--- src/aqe_pkg.sv ---
// ----------------------------------------------------------------------------
// aqe_pkg
// shared constants, operation and status codes, and the command and status
// bundles that join the controller and the datapath of the query engine
// ----------------------------------------------------------------------------
`default_nettype none

package aqe_pkg;

  // default sizes
  localparam int DEPTH_DEF      = 64;
  localparam int DATA_WIDTH_DEF = 32;

  // fixed field widths
  localparam int OP_W  = 2;
  localparam int POS_W = 7;
  localparam int ST_W  = 2;
  localparam int RK_W  = 3;

  // operation codes
  localparam logic [OP_W-1:0] OP_APPEND = 2'd0;
  localparam logic [OP_W-1:0] OP_READ   = 2'd1;
  localparam logic [OP_W-1:0] OP_FIND   = 2'd2;
  localparam logic [OP_W-1:0] OP_RANGE  = 2'd3;

  // result status codes
  localparam logic [ST_W-1:0] ST_OK    = 2'd0;
  localparam logic [ST_W-1:0] ST_RANGE = 2'd1;
  localparam logic [ST_W-1:0] ST_EMPTY = 2'd2;
  localparam logic [ST_W-1:0] ST_FULL  = 2'd3;

  // kinds of result the datapath can load into its output register
  localparam logic [RK_W-1:0] RK_FULL  = 3'd0;
  localparam logic [RK_W-1:0] RK_BAD   = 3'd1;
  localparam logic [RK_W-1:0] RK_EMPTY = 3'd2;
  localparam logic [RK_W-1:0] RK_DATA  = 3'd3;
  localparam logic [RK_W-1:0] RK_HIT   = 3'd4;
  localparam logic [RK_W-1:0] RK_MISS  = 3'd5;

  typedef struct packed {
    logic            capture;    // latch the input item
    logic            append_wr;  // write value at fill count, bump count
    logic            idx_zero;   // walk index to first entry
    logic            idx_start;  // walk index to range start
    logic            idx_inc;    // advance walk index
    logic            rd_en;      // read store at walk index
    logic            out_load;   // load output register
    logic [RK_W-1:0] kind;       // what to load
  } aqe_cmd_t;

  typedef struct packed {
    logic [OP_W-1:0] op;
    logic            full;
    logic            empty_rng;
    logic            bad_rng;
    logic            fill_zero;
    logic            match;
    logic            idx_at_end;
    logic            idx_last;
    logic            out_free;
  } aqe_sts_t;

endpackage

`default_nettype wire

--- src/array_query_engine_unit.sv ---
// ----------------------------------------------------------------------------
// array_query_engine_unit
// store of signed values answering append, read, find and range items
// ----------------------------------------------------------------------------
// usage:
//   input channel in_valid/in_ready carries operation, value, position and
//   end_position; result channel out_valid/out_ready carries data,
//   found_position, status and last. one item is handled at a time.
//   what each operation does after the input transfer:
//     append        writes the value at the fill count; no result unless full
//     read          one result; the store read is registered
//     status result loaded at decode (out of range, empty range, full, empty find)
//     find          walks from the first entry until a match or the fill count
//     range         one result per entry from position to end_position
//   the next item can be taken in the cycle after the last result is loaded.
//   each stored entry walked takes a read of the store read port, then a
//   compare or a load of the output register.
//   a result sits in an output register, so the next item is taken while
//   the last result of the previous one still waits for its transfer.
//   a stalled receiver holds the walk in place; nothing is dropped.
//   reset clears the fill count, the controller and the output valid; the
//   store contents are left as they are and are never read before written.
// ----------------------------------------------------------------------------
`default_nettype none

module array_query_engine_unit #(
  parameter int DEPTH      = aqe_pkg::DEPTH_DEF,
  parameter int DATA_WIDTH = aqe_pkg::DATA_WIDTH_DEF
) (
  input  wire                          clk,
  input  wire                          rst_n,
  // input channel
  input  wire                          in_valid,
  output logic                         in_ready,
  input  wire [aqe_pkg::OP_W-1:0]      in_operation,
  input  wire signed [DATA_WIDTH-1:0]  in_value,
  input  wire [aqe_pkg::POS_W-1:0]     in_position,
  input  wire [aqe_pkg::POS_W-1:0]     in_end_position,
  // result channel
  output logic                         out_valid,
  input  wire                          out_ready,
  output logic signed [DATA_WIDTH-1:0] out_data,
  output logic [aqe_pkg::POS_W-1:0]    out_found_position,
  output logic [aqe_pkg::ST_W-1:0]     out_status,
  output logic                         out_last
);

  // command and status between controller and datapath
  aqe_pkg::aqe_cmd_t cmd;
  aqe_pkg::aqe_sts_t sts;

  // controller: decode, walk sequencing, output load timing
  aqe_ctrl u_ctrl (
    .clk      (clk),
    .rst_n    (rst_n),
    .in_valid (in_valid),
    .in_ready (in_ready),
    .sts      (sts),
    .cmd      (cmd)
  );

  // datapath: store, fill count, walk index, output register
  aqe_datapath #(
    .DEPTH      (DEPTH),
    .DATA_WIDTH (DATA_WIDTH)
  ) u_datapath (
    .clk                (clk),
    .rst_n              (rst_n),
    .cmd                (cmd),
    .sts                (sts),
    .in_operation       (in_operation),
    .in_value           (in_value),
    .in_position        (in_position),
    .in_end_position    (in_end_position),
    .out_valid          (out_valid),
    .out_ready          (out_ready),
    .out_data           (out_data),
    .out_found_position (out_found_position),
    .out_status         (out_status),
    .out_last           (out_last)
  );

endmodule

`default_nettype wire

--- src/aqe_datapath.sv ---
// ----------------------------------------------------------------------------
// aqe_datapath
// element store, fill count, walk index, item registers and output register
// ----------------------------------------------------------------------------
`default_nettype none

module aqe_datapath #(
  parameter int DEPTH      = aqe_pkg::DEPTH_DEF,
  parameter int DATA_WIDTH = aqe_pkg::DATA_WIDTH_DEF
) (
  input  wire                          clk,
  input  wire                          rst_n,
  input  aqe_pkg::aqe_cmd_t            cmd,
  output aqe_pkg::aqe_sts_t            sts,
  input  wire [aqe_pkg::OP_W-1:0]      in_operation,
  input  wire signed [DATA_WIDTH-1:0]  in_value,
  input  wire [aqe_pkg::POS_W-1:0]     in_position,
  input  wire [aqe_pkg::POS_W-1:0]     in_end_position,
  output logic                         out_valid,
  input  wire                          out_ready,
  output logic signed [DATA_WIDTH-1:0] out_data,
  output logic [aqe_pkg::POS_W-1:0]    out_found_position,
  output logic [aqe_pkg::ST_W-1:0]     out_status,
  output logic                         out_last
);

  localparam int IDX_W = $clog2(DEPTH);
  localparam int CNT_W = $clog2(DEPTH + 1);
  localparam int POS_W = aqe_pkg::POS_W;

  logic [DATA_WIDTH-1:0] mem [DEPTH];
  logic [DATA_WIDTH-1:0] q_r;

  logic [aqe_pkg::OP_W-1:0] op_r;
  logic [DATA_WIDTH-1:0]    val_r;
  logic [POS_W-1:0]         pos_r;
  logic [POS_W-1:0]         endp_r;
  logic [CNT_W-1:0]         fill_r, fill_nxt;
  logic [IDX_W-1:0]         idx_r, idx_nxt;

  logic                         out_valid_r, out_valid_nxt;
  logic [DATA_WIDTH-1:0]        out_data_r, out_data_nxt;
  logic [POS_W-1:0]             out_pos_r, out_pos_nxt;
  logic [aqe_pkg::ST_W-1:0]     out_st_r, out_st_nxt;
  logic                         out_last_r, out_last_nxt;

  logic [POS_W-1:0] fill_ext;
  logic [POS_W-1:0] idx_pos;  // 1-based position of walk index

  assign fill_ext = POS_W'(fill_r);
  assign idx_pos  = POS_W'(idx_r) + POS_W'(1);

  // item registers; a read is a range of one entry
  always_ff @(posedge clk) begin
    if (cmd.capture) begin
      op_r   <= in_operation;
      val_r  <= in_value;
      pos_r  <= in_position;
      endp_r <= (in_operation == aqe_pkg::OP_READ) ? in_position : in_end_position;
    end
  end

  // store, registered read port
  always_ff @(posedge clk) begin
    if (cmd.append_wr) begin
      mem[fill_r[IDX_W-1:0]] <= val_r;
    end
    if (cmd.rd_en) begin
      q_r <= mem[idx_r];
    end
  end

  always_comb begin
    fill_nxt = fill_r;
    if (cmd.append_wr) begin
      fill_nxt = fill_r + CNT_W'(1);
    end
    idx_nxt = idx_r;
    if (cmd.idx_zero) begin
      idx_nxt = '0;
    end else if (cmd.idx_start) begin
      idx_nxt = IDX_W'(pos_r - POS_W'(1));
    end else if (cmd.idx_inc) begin
      idx_nxt = idx_r + IDX_W'(1);
    end
  end

  always_ff @(posedge clk) begin
    if (!rst_n) begin
      fill_r <= '0;
    end else begin
      fill_r <= fill_nxt;
    end
    idx_r <= idx_nxt;
  end

  // output register
  always_comb begin
    out_valid_nxt = out_valid_r;
    out_data_nxt  = out_data_r;
    out_pos_nxt   = out_pos_r;
    out_st_nxt    = out_st_r;
    out_last_nxt  = out_last_r;
    if (cmd.out_load) begin
      out_valid_nxt = 1'b1;
      out_data_nxt  = '0;
      out_pos_nxt   = '0;
      out_st_nxt    = aqe_pkg::ST_OK;
      out_last_nxt  = 1'b1;
      case (cmd.kind)
        aqe_pkg::RK_FULL:  out_st_nxt = aqe_pkg::ST_FULL;
        aqe_pkg::RK_BAD:   out_st_nxt = aqe_pkg::ST_RANGE;
        aqe_pkg::RK_EMPTY: out_st_nxt = aqe_pkg::ST_EMPTY;
        aqe_pkg::RK_DATA: begin
          out_data_nxt = q_r;
          out_last_nxt = (idx_pos == endp_r);
        end
        aqe_pkg::RK_HIT:   out_pos_nxt = idx_pos;
        default:           out_pos_nxt = '0;
      endcase
    end else if (out_ready) begin
      out_valid_nxt = 1'b0;
    end
  end

  always_ff @(posedge clk) begin
    if (!rst_n) begin
      out_valid_r <= 1'b0;
    end else begin
      out_valid_r <= out_valid_nxt;
    end
    out_data_r <= out_data_nxt;
    out_pos_r  <= out_pos_nxt;
    out_st_r   <= out_st_nxt;
    out_last_r <= out_last_nxt;
  end

  assign out_valid          = out_valid_r;
  assign out_data           = out_data_r;
  assign out_found_position = out_pos_r;
  assign out_status         = out_st_r;
  assign out_last           = out_last_r;

  // status to controller
  always_comb begin
    sts            = '0;
    sts.op         = op_r;
    sts.full       = (fill_r == CNT_W'(DEPTH));
    sts.empty_rng  = (pos_r > endp_r);
    sts.bad_rng    = (pos_r == '0) || (endp_r > fill_ext);
    sts.fill_zero  = (fill_r == '0);
    sts.match      = (q_r == val_r);
    sts.idx_at_end = (idx_pos == fill_ext);
    sts.idx_last   = (idx_pos == endp_r);
    sts.out_free   = !out_valid_r || out_ready;
  end

  a_no_write_full: assert property (@(posedge clk) disable iff (!rst_n)
    cmd.append_wr |-> !sts.full)
    else $error("append written into a full store");

  a_load_free: assert property (@(posedge clk) disable iff (!rst_n)
    cmd.out_load |-> (!out_valid_r || out_ready))
    else $error("output register overwritten before transfer");

  a_fill_step: assert property (@(posedge clk) disable iff (!rst_n)
    cmd.append_wr |=> fill_r == $past(fill_r) + CNT_W'(1))
    else $error("fill count did not advance on append");

endmodule

`default_nettype wire

--- src/aqe_ctrl.sv ---
// ----------------------------------------------------------------------------
// aqe_ctrl
// controller state machine: decodes the held item and sequences the store walk
// ----------------------------------------------------------------------------
`default_nettype none

module aqe_ctrl (
  input  wire                 clk,
  input  wire                 rst_n,
  input  wire                 in_valid,
  output logic                in_ready,
  input  aqe_pkg::aqe_sts_t   sts,
  output aqe_pkg::aqe_cmd_t   cmd
);

  localparam logic [2:0] S_IDLE     = 3'd0;
  localparam logic [2:0] S_DECODE   = 3'd1;
  localparam logic [2:0] S_FIND_RD  = 3'd2;
  localparam logic [2:0] S_FIND_CMP = 3'd3;
  localparam logic [2:0] S_RNG_RD   = 3'd4;
  localparam logic [2:0] S_RNG_LD   = 3'd5;

  logic [2:0] state_r, state_nxt;

  assign in_ready = (state_r == S_IDLE);

  always_comb begin
    cmd       = '0;
    cmd.kind  = aqe_pkg::RK_MISS;
    state_nxt = state_r;
    case (state_r)
      S_IDLE: begin
        if (in_valid) begin
          cmd.capture = 1'b1;
          state_nxt   = S_DECODE;
        end
      end
      S_DECODE: begin
        case (sts.op)
          aqe_pkg::OP_APPEND: begin
            if (!sts.full) begin
              cmd.append_wr = 1'b1;
              state_nxt     = S_IDLE;
            end else if (sts.out_free) begin
              cmd.out_load = 1'b1;
              cmd.kind     = aqe_pkg::RK_FULL;
              state_nxt    = S_IDLE;
            end
          end
          aqe_pkg::OP_FIND: begin
            if (!sts.fill_zero) begin
              cmd.idx_zero = 1'b1;
              state_nxt    = S_FIND_RD;
            end else if (sts.out_free) begin
              cmd.out_load = 1'b1;
              cmd.kind     = aqe_pkg::RK_MISS;
              state_nxt    = S_IDLE;
            end
          end
          default: begin
            // read and range
            if (sts.empty_rng) begin
              if (sts.out_free) begin
                cmd.out_load = 1'b1;
                cmd.kind     = aqe_pkg::RK_EMPTY;
                state_nxt    = S_IDLE;
              end
            end else if (sts.bad_rng) begin
              if (sts.out_free) begin
                cmd.out_load = 1'b1;
                cmd.kind     = aqe_pkg::RK_BAD;
                state_nxt    = S_IDLE;
              end
            end else begin
              cmd.idx_start = 1'b1;
              state_nxt     = S_RNG_RD;
            end
          end
        endcase
      end
      S_FIND_RD: begin
        cmd.rd_en = 1'b1;
        state_nxt = S_FIND_CMP;
      end
      S_FIND_CMP: begin
        if (sts.match) begin
          if (sts.out_free) begin
            cmd.out_load = 1'b1;
            cmd.kind     = aqe_pkg::RK_HIT;
            state_nxt    = S_IDLE;
          end
        end else if (sts.idx_at_end) begin
          if (sts.out_free) begin
            cmd.out_load = 1'b1;
            cmd.kind     = aqe_pkg::RK_MISS;
            state_nxt    = S_IDLE;
          end
        end else begin
          cmd.idx_inc = 1'b1;
          state_nxt   = S_FIND_RD;
        end
      end
      S_RNG_RD: begin
        cmd.rd_en = 1'b1;
        state_nxt = S_RNG_LD;
      end
      S_RNG_LD: begin
        if (sts.out_free) begin
          cmd.out_load = 1'b1;
          cmd.kind     = aqe_pkg::RK_DATA;
          if (sts.idx_last) begin
            state_nxt = S_IDLE;
          end else begin
            cmd.idx_inc = 1'b1;
            state_nxt   = S_RNG_RD;
          end
        end
      end
      default: begin
        state_nxt = S_IDLE;
      end
    endcase
  end

  always_ff @(posedge clk) begin
    if (!rst_n) begin
      state_r <= S_IDLE;
    end else begin
      state_r <= state_nxt;
    end
  end

  a_capture_decode: assert property (@(posedge clk) disable iff (!rst_n)
    cmd.capture |=> state_r == S_DECODE)
    else $error("captured item not decoded next cycle");

  a_read_then_use: assert property (@(posedge clk) disable iff (!rst_n)
    cmd.rd_en |=> (state_r == S_FIND_CMP || state_r == S_RNG_LD))
    else $error("store read not followed by its use");

  a_walk_busy: assert property (@(posedge clk) disable iff (!rst_n)
    (cmd.rd_en || cmd.idx_inc) |-> !in_ready)
    else $error("input ready during a store walk");

endmodule

`default_nettype wire
--- config.mk ---
export PLATFORM = sky130hd
export DESIGN_NAME = array_query_engine_unit
export DESIGN_NICKNAME = d
export VERILOG_FILES = /design/src/aqe_pkg.sv /design/src/array_query_engine_unit.sv /design/src/aqe_datapath.sv /design/src/aqe_ctrl.sv
export SDC_FILE = /design/constraint.sdc
export NUM_CORES = 2
export LEC_CHECK = 0
export ABC_AREA = 1
export ABC_CLOCK_PERIOD_IN_PS = 9700
export BUFFER_PORTS_ARGS = -buffer_cell sky130_fd_sc_hd__buf_2
export CAP_MARGIN = 5
export CELL_PAD_IN_SITES_DETAIL_PLACEMENT = 0
export CELL_PAD_IN_SITES_GLOBAL_PLACEMENT = 1
export CORE_MARGIN = 2
export CORE_UTILIZATION = 30
export DETAILED_ROUTE_END_ITERATION = 8
export GPL_ROUTABILITY_DRIVEN = 0
export PLACE_DENSITY_LB_ADDON = 0.1
export RECOVER_POWER = 100
export SYNTH_ARGS = -nofsm -noshare
export SYNTH_HDL_FRONTEND = slang
export SYNTH_SLANG_ARGS = --single-unit
--- constraint.sdc ---
create_clock -name clk -period 9.7 [get_ports clk]
set_clock_uncertainty 0.05 [all_clocks]
set_input_delay 0.485 -clock clk [delete_from_list [all_inputs] [get_ports clk]]
set_output_delay 0.485 -clock clk [all_outputs]
set_load 0.02 [all_outputs]
# Word-level counts from Yosys, hierarchy flattened
# Memory sizes are Yosys's and may differ from the RTL's. A register that Yosys moved wholly into a read port is not among the register bits.
# Index checks and enable logic that the tools add are counted.
classes:
  n_lt_le_gt_ge: 2
  reduce_logical: 13
  shifts: 0
  div: 0
  bitwise: 0
  add_sub_neg: 4
  multipliers: 0
  n_eq_ne: 17
  muxes: 50
op_table:
  columns: ["cell", "n"]
  rows:
  - ["$mux W4", 12]
  - ["$mux W3", 11]
  - ["$eq A32 B32 Y1", 1]
  - ["$mux W1", 18]
  - ["$pmux W3 S6", 1]
  - ["$eq A7 B7 Y1", 2]
  - ["$gt A7 B7 Y1", 2]
  - ["$logic_not A7 Y1", 2]
  - ["$eq A3 B2 Y1 const B", 4]
  - ["$mux W6", 2]
  - ["$pmux W4 S3", 1]
  - ["$eq A3 B3 Y1 const B", 3]
  - ["$pmux W4 S2", 1]
  - ["$add A6 B1 Y7 const B", 1]
  - ["$add A7 B1 Y7 const B", 1]
  - ["$eq A7 B7 Y1 const B", 1]
  - ["$mux W7", 1]
  - ["$add A6 B1 Y6 const B", 1]
  - ["$eq A3 B1 Y1 const B", 2]
  - ["$logic_not A3 Y1", 2]
  - ["$pmux W2 S3", 1]
  - ["$pmux W3 S2", 1]
  - ["$sub A6 B1 Y6 const B", 1]
  - ["$ne A2 B2 Y1 const B", 2]
  - ["other kinds (9)", 12]
totals:
  latch_bits: 0
  mem_count: 1
  wordCells: 99
  reg_bits: 107
  rom_bits: 0
  out_inout_bits: 44
  ram_bits: 2048
memory_table:
  columns: ["memory", "words", "width", "rd", "rd_clocked_by_memory_dff", "wr", "line", "source"]
  rows:
  - ["u_datapath.mem", 64, 32, 1, 1, 1, "aqe_datapath.sv:31", "logic [DATA_WIDTH-1:0] mem [DEPTH];"]

# Longest topological paths before layout
logic_depth:
  word_depth: 9
  ltp_mapped: 16

# Hierarchy
# A second synthesis with hierarchy kept.
unflattened:
  hier_cells: 8219
  hier_area_um2: 91612.9
by_module_without_submodules:
  columns: ["mod", "area_per_inst_um2", "cells_per_inst", "instances", "seq_area_each_um2"]
  rows:
  - ["aqe_datapath", 91197.5, 8136, 1, 65442.8]
  - ["aqe_ctrl", 415.4, 83, 1, 60.1]

# Worst setup path before layout
# No wires, ideal clock.
synth_path:
  kind: "register to register"
  from: "register u_datapath.fill_r[0] (netlist: u_datapath.fill_ext[0])"
  to: "memory u_datapath.mem[7][0] (netlist name), enable pin"
  path_slack_ns: 5.499
  stages_incl_launch_ff: 12
  t_arrival_ns: 3.690
  path_buffers: 0
  setup_ns: 0.461
  cell_sequence: "dfxtp_1 inv_1 ha_1 nand2_1 o31ai_1 inv_1 nand2_2 nor2_2 nand2_1 inv_1 nand2_1 nor3_1"
synth_between:
  elab_chain_cells: 6
synth_rtl:
  columns: ["item", "line", "source"]
  rows:
  - ["start: declaration", "aqe_datapath.sv:38", "logic [CNT_W-1:0] fill_r, fill_nxt;"]
  - ["start signal: assignment", "aqe_datapath.sv:92", "fill_r <= fill_nxt;"]
  - ["$eq A7 B7 Y1", "aqe_datapath.sv:148", "sts.full = (fill_r == CNT_W'(DEPTH));"]
  - ["$mux W1", "aqe_ctrl.sv:41", "if (!sts.full) begin"]
  - ["$mux W1", "aqe_ctrl.sv:39", "case (sts.op)"]
  - ["$mux W3", "aqe_ctrl.sv:31", "case (state_r)"]
  - ["$mux W1", "aqe_datapath.sv:65", "if (cmd.append_wr) begin"]
  - ["$mux W1 (not written as such)", "aqe_datapath.sv:66", "mem[fill_r[IDX_W-1:0]] <= val_r;"]
  - ["end: declaration", "aqe_datapath.sv:31", null]
# Several ways; a longest one is shown, not always the timed one.

# Final worst setup path
layout_path:
  from: "register u_datapath.fill_r[3] (netlist: u_datapath.fill_ext[3])"
  to: "memory u_datapath.mem[59][20] (netlist name), enable pin"
# Same word-level chain as after synthesis.

==> impl_metrics.csv <==
group,metric,value,unit
detailed_routing,post_drt_wl_per_cell,30.3,µm
die,io_pins,96,
min_path,hold_depth,2,
detailed_routing,dr.first_iter.drc_count,5767,
sta,setup_ws,3010,ps
clock_tree,cts_resized,0,
sta,worstMarginPinSlew,4250,ps
synthesis,synth_warnings,0,
sta,drv_slew,4478,
cells_and_area,final_nets,6591,
place,port_buffers,95,
clock_tree,cts_root_buffer,"clkbuf_16",
detailed_routing,first_pass_iters,5,
critical_path,cp-start-kind,"flip-flop",
detailed_routing,drc_errors,0,
power,clkPwrFrac,31.1,%
detailed_routing,ant_nets,0,
die,core.rowCount,196,
die,start_util,30.2,%
power,p_per_area,283,nW/µm²
place,hpwl,165,mm
clock_tree,cts.sinks,2187,
synthesis,synthCells,6410,
synthesis,syn_area,86300,µm²
grt,grt_max_degree,206,
clock_tree,cts_buffer_depth,4,
run,maxCapViolations,126,
power,p_leak,0.0305,µW
critical_path,cp.required,10080,ps
die,chipHeight,540,µm
sta,rsz0062_at_grt,"false",
grt,grt_overflow,0,
sta,fmax,0.149,GHz
power,p_comb_share,30.3,%
synthesis,synth_top_cell_area_share,75.5,%
detailed_routing,wl,317,mm
run_status,status,"finished, violations left",
synthesis,syn-num-nets,6481,
power,p_total,27900,µW
critical_path,path_class,"reg -> reg",
clock_tree,cts_setup_buffers,0,
grt,grtUsageTotal,21.3,%
place,preCtsSetupSlack,4670,ps
cells_and_area,drive_above_1_share,6.65,%
die,core-area,286000,µm²
synthesis,ys_types,35,
clock_tree,numCtsBuffers,245,
critical_path,r2r_slack,3010,ps
sta,post-route-min-period,6690,ps
clock_tree,worstSkewPairLatency,920,ps
min_path,hold_start,"in_value[6]",
critical_path,r2r-start,"u_datapath.fill_ext[3]",
cells_and_area,area_growth,14.3,%
grt,grt_pass1_wl,436,mm
synthesis,yosysTopAreaCell,"edfxtp_1",
sta,setup_violations,0,
critical_path,end_kind,"flip-flop",
grt,grt_pass1_vias,53455,
sta,min_period_over_period,69.0,%
power,p_seq_share,38.7,%
min_path,hold_path_class,"in -> reg",
power,intPower,17500,µW
critical_path,path_max_fanout,17,
detailed_routing,vias,54893,
detailed_routing,via_per_inst,5.24,
power,power_switching,10300,µW
sta,finalHoldViolCount,0,
synthesis,synth_area_per_cell,13.5,µm²
sta,slew_headroom,-183,%
clock_tree,cts_tree,"done",
synthesis,synth.ff_latch_count,2187,
synthesis,synth_area_leaders,"edfxtp_1 76%, o21ai_0 6.0%, nor2_1 5.7%",
clock_tree,cts.clk_slew.worst_paths,60,ps
critical_path,critPathArrivalTime,7070,ps
critical_path,r2r_cells,10,
sta,setup_tns,0,ps
run_status,violations,"max-capacitance violations, max-slew violations",
cells_and_area,final_core_util,34.5,%
critical_path,worstReg2RegEnd,"u_datapath.mem[59][20]",
synthesis,ys_seq_area_share,75.9,%
clock_tree,h-tree-depth,4,
die,die_area,292000,µm²
die,die_x,540,µm
grt,antenna_found_initial,41,
power,peakVddDrop,0.000213,V
sta,holdWs,225,ps
power,sw_frac_of_total,37.1,%
min_path,hold_end,"u_datapath.val_r[6]",
[stage by stage]
step | instances | area [µm²]
after global placement | 9984 | 91500
after floorplan | 6410 | 86300
after detailed placement | 9984 | 91500
final | 10474 | 98600
after CTS | 10468 | 99300
after global routing | 10470 | 98600
[synth_stat cells]
library cell / number
nand2_2: 3
inv_1: 101
clkinv_1: 2
nor3_1: 10
xnor2_1: 19
nor2_2: 1
nand3b_1: 1
o221ai_1: 192
buf_6: 2
nand2_1: 218
o21ai_0: 1031
buf_1: 22
xor2_1: 4
o211ai_1: 321
ha_1: 19
mux2_2: 7
buf_4: 8
o21ai_1: 1
buf_2: 107
nand3_2: 1
and2_1: 1
a21boi_0: 1
o22ai_1: 192
nand4_1: 12
a31oi_1: 1
o31ai_1: 2
dfxtp_1: 17
nor2_1: 1311
inv_2: 4
clkbuf_1: 317
nand3_1: 292
edfxtp_1: 2170
nor2_4: 1
a21oi_1: 17
a21o_1: 2
[power groups by stage]
stage	Clock (µW)	Combinational (µW)	Sequential (µW)
after floorplan	0	5000	10900
after global placement	0	8530	11000
after detailed placement	0	8540	11000
after CTS	8890	8570	10800
after global routing	9250	9200	10800
final	8660	8430	10800
[worst max-delay path by stage]
stage	from	cells after the start	to	slack, ps
2_1_floorplan	u_datapath.fill_ext[0]	11	u_datapath.mem[7][0]	5500
3_5_place_dp	u_datapath.idx_r[0]	9	u_datapath.q_r[22]	4670
3_3_place_gp	u_datapath.idx_r[1]	9	u_datapath.q_r[5]	4650
5_1_grt	u_datapath.idx_r[0]	8	u_datapath.q_r[10]	2590
4_1_cts	u_datapath.idx_r[0]	9	u_datapath.q_r[22]	4730
6_report	u_datapath.fill_ext[3]	10	u_datapath.mem[59][20]	3010
[layer usage]
metal  global-route usage, %  up-vias  share of wire [%]
met2                    33.7     1728                 46
met3                    3.91      428                6.8
met4                    6.72        4                3.2
li1                        -    24407                  -
met1                    29.4    28326                 44
met5                       0        -             0.0069
[critical path: stages, from the launching register on]
cell      delay, ps
dfxtp_1         460
inv_2           130
nand2_1         570
o31ai_1         170
inv_1           120
nand2_1         120
nor2_1          240
nand2_1          80
clkbuf_1        530
nor2_1         2430
clkbuf_1       1320
[layout by cell type (no fill, tap or decap), types with 2 or more instances in the layout]
master,n
mux2_2,5
nor2_4,52
inv_1,97
inv_8,4
ha_1,19
clkbuf_1,264
nand3_1,292
nor3_1,10
a21o_1,2
o31ai_1,2
buf_2,31
mux2_1,2
diode_2,6
xor2_1,4
o21ai_0,1031
dlygate4sd3_1,51
o221ai_1,192
clkbuf_16,248
nor2_1,1261
clkinv_2,31
o22ai_1,192
clkinvlp_4,4
dfxtp_4,5
inv_2,3
a21oi_1,17
buf_12,7
clkinv_1,65
o211ai_1,321
buf_4,39
xnor2_1,19
nand2_1,221
bufinv_16,10
edfxtp_1,2170
dfxtp_1,11
nand4_1,12
[flip-flops by register name, summed over array words and instances (netlist names), 7 cells and up]
| register | count |
|---|---|
| u_datapath.mem | 2048 |
| u_datapath.out_data | 32 |
| u_datapath.q_r | 32 |
| u_datapath.val_r | 32 |
| u_datapath.endp_r | 7 |
| u_datapath.fill_ext | 7 |
| u_datapath.out_found_position | 7 |
| u_datapath.pos_r | 7 |
[logic make-up (layout without fill, tap and decap cells)]
kind of cell	after synthesis	count (layout)	synth area share (%)
flip-flops	2187	2187	75.9
other	0	6	0
adder cells (fa/ha/maj)	19	19	0.276
XOR/XNOR	23	23	0.233
buffers and inverters	563	859	2.66
AND/OR/NAND/NOR	1851	1851	8.56
multiplexers	7	7	0.0914
AO/OA/AOI/OAI	1760	1760	12.3
[cell type report]
| type | instances | area, µm² |
|---|---|---|
| inverter | 107 | 434 |
| fill | 27877 | 187000 |
| antenna | 6 | 15.0 |
| clock buffer | 322 | 6480 |
| tap | 3762 | 4710 |
| timing repair buffer | 319 | 1820 |
| multi-input combinational | 3660 | 18900 |
| clock inverter | 111 | 767 |
| sequential | 2187 | 65500 |
[repair_timing]
item | CTS | global route
endpoints found under the setup margin | 0 | 0
hold buffers | 51 | 0
hold endpoints to repair | 54 | 0
(Power assumes the default switching activity.)
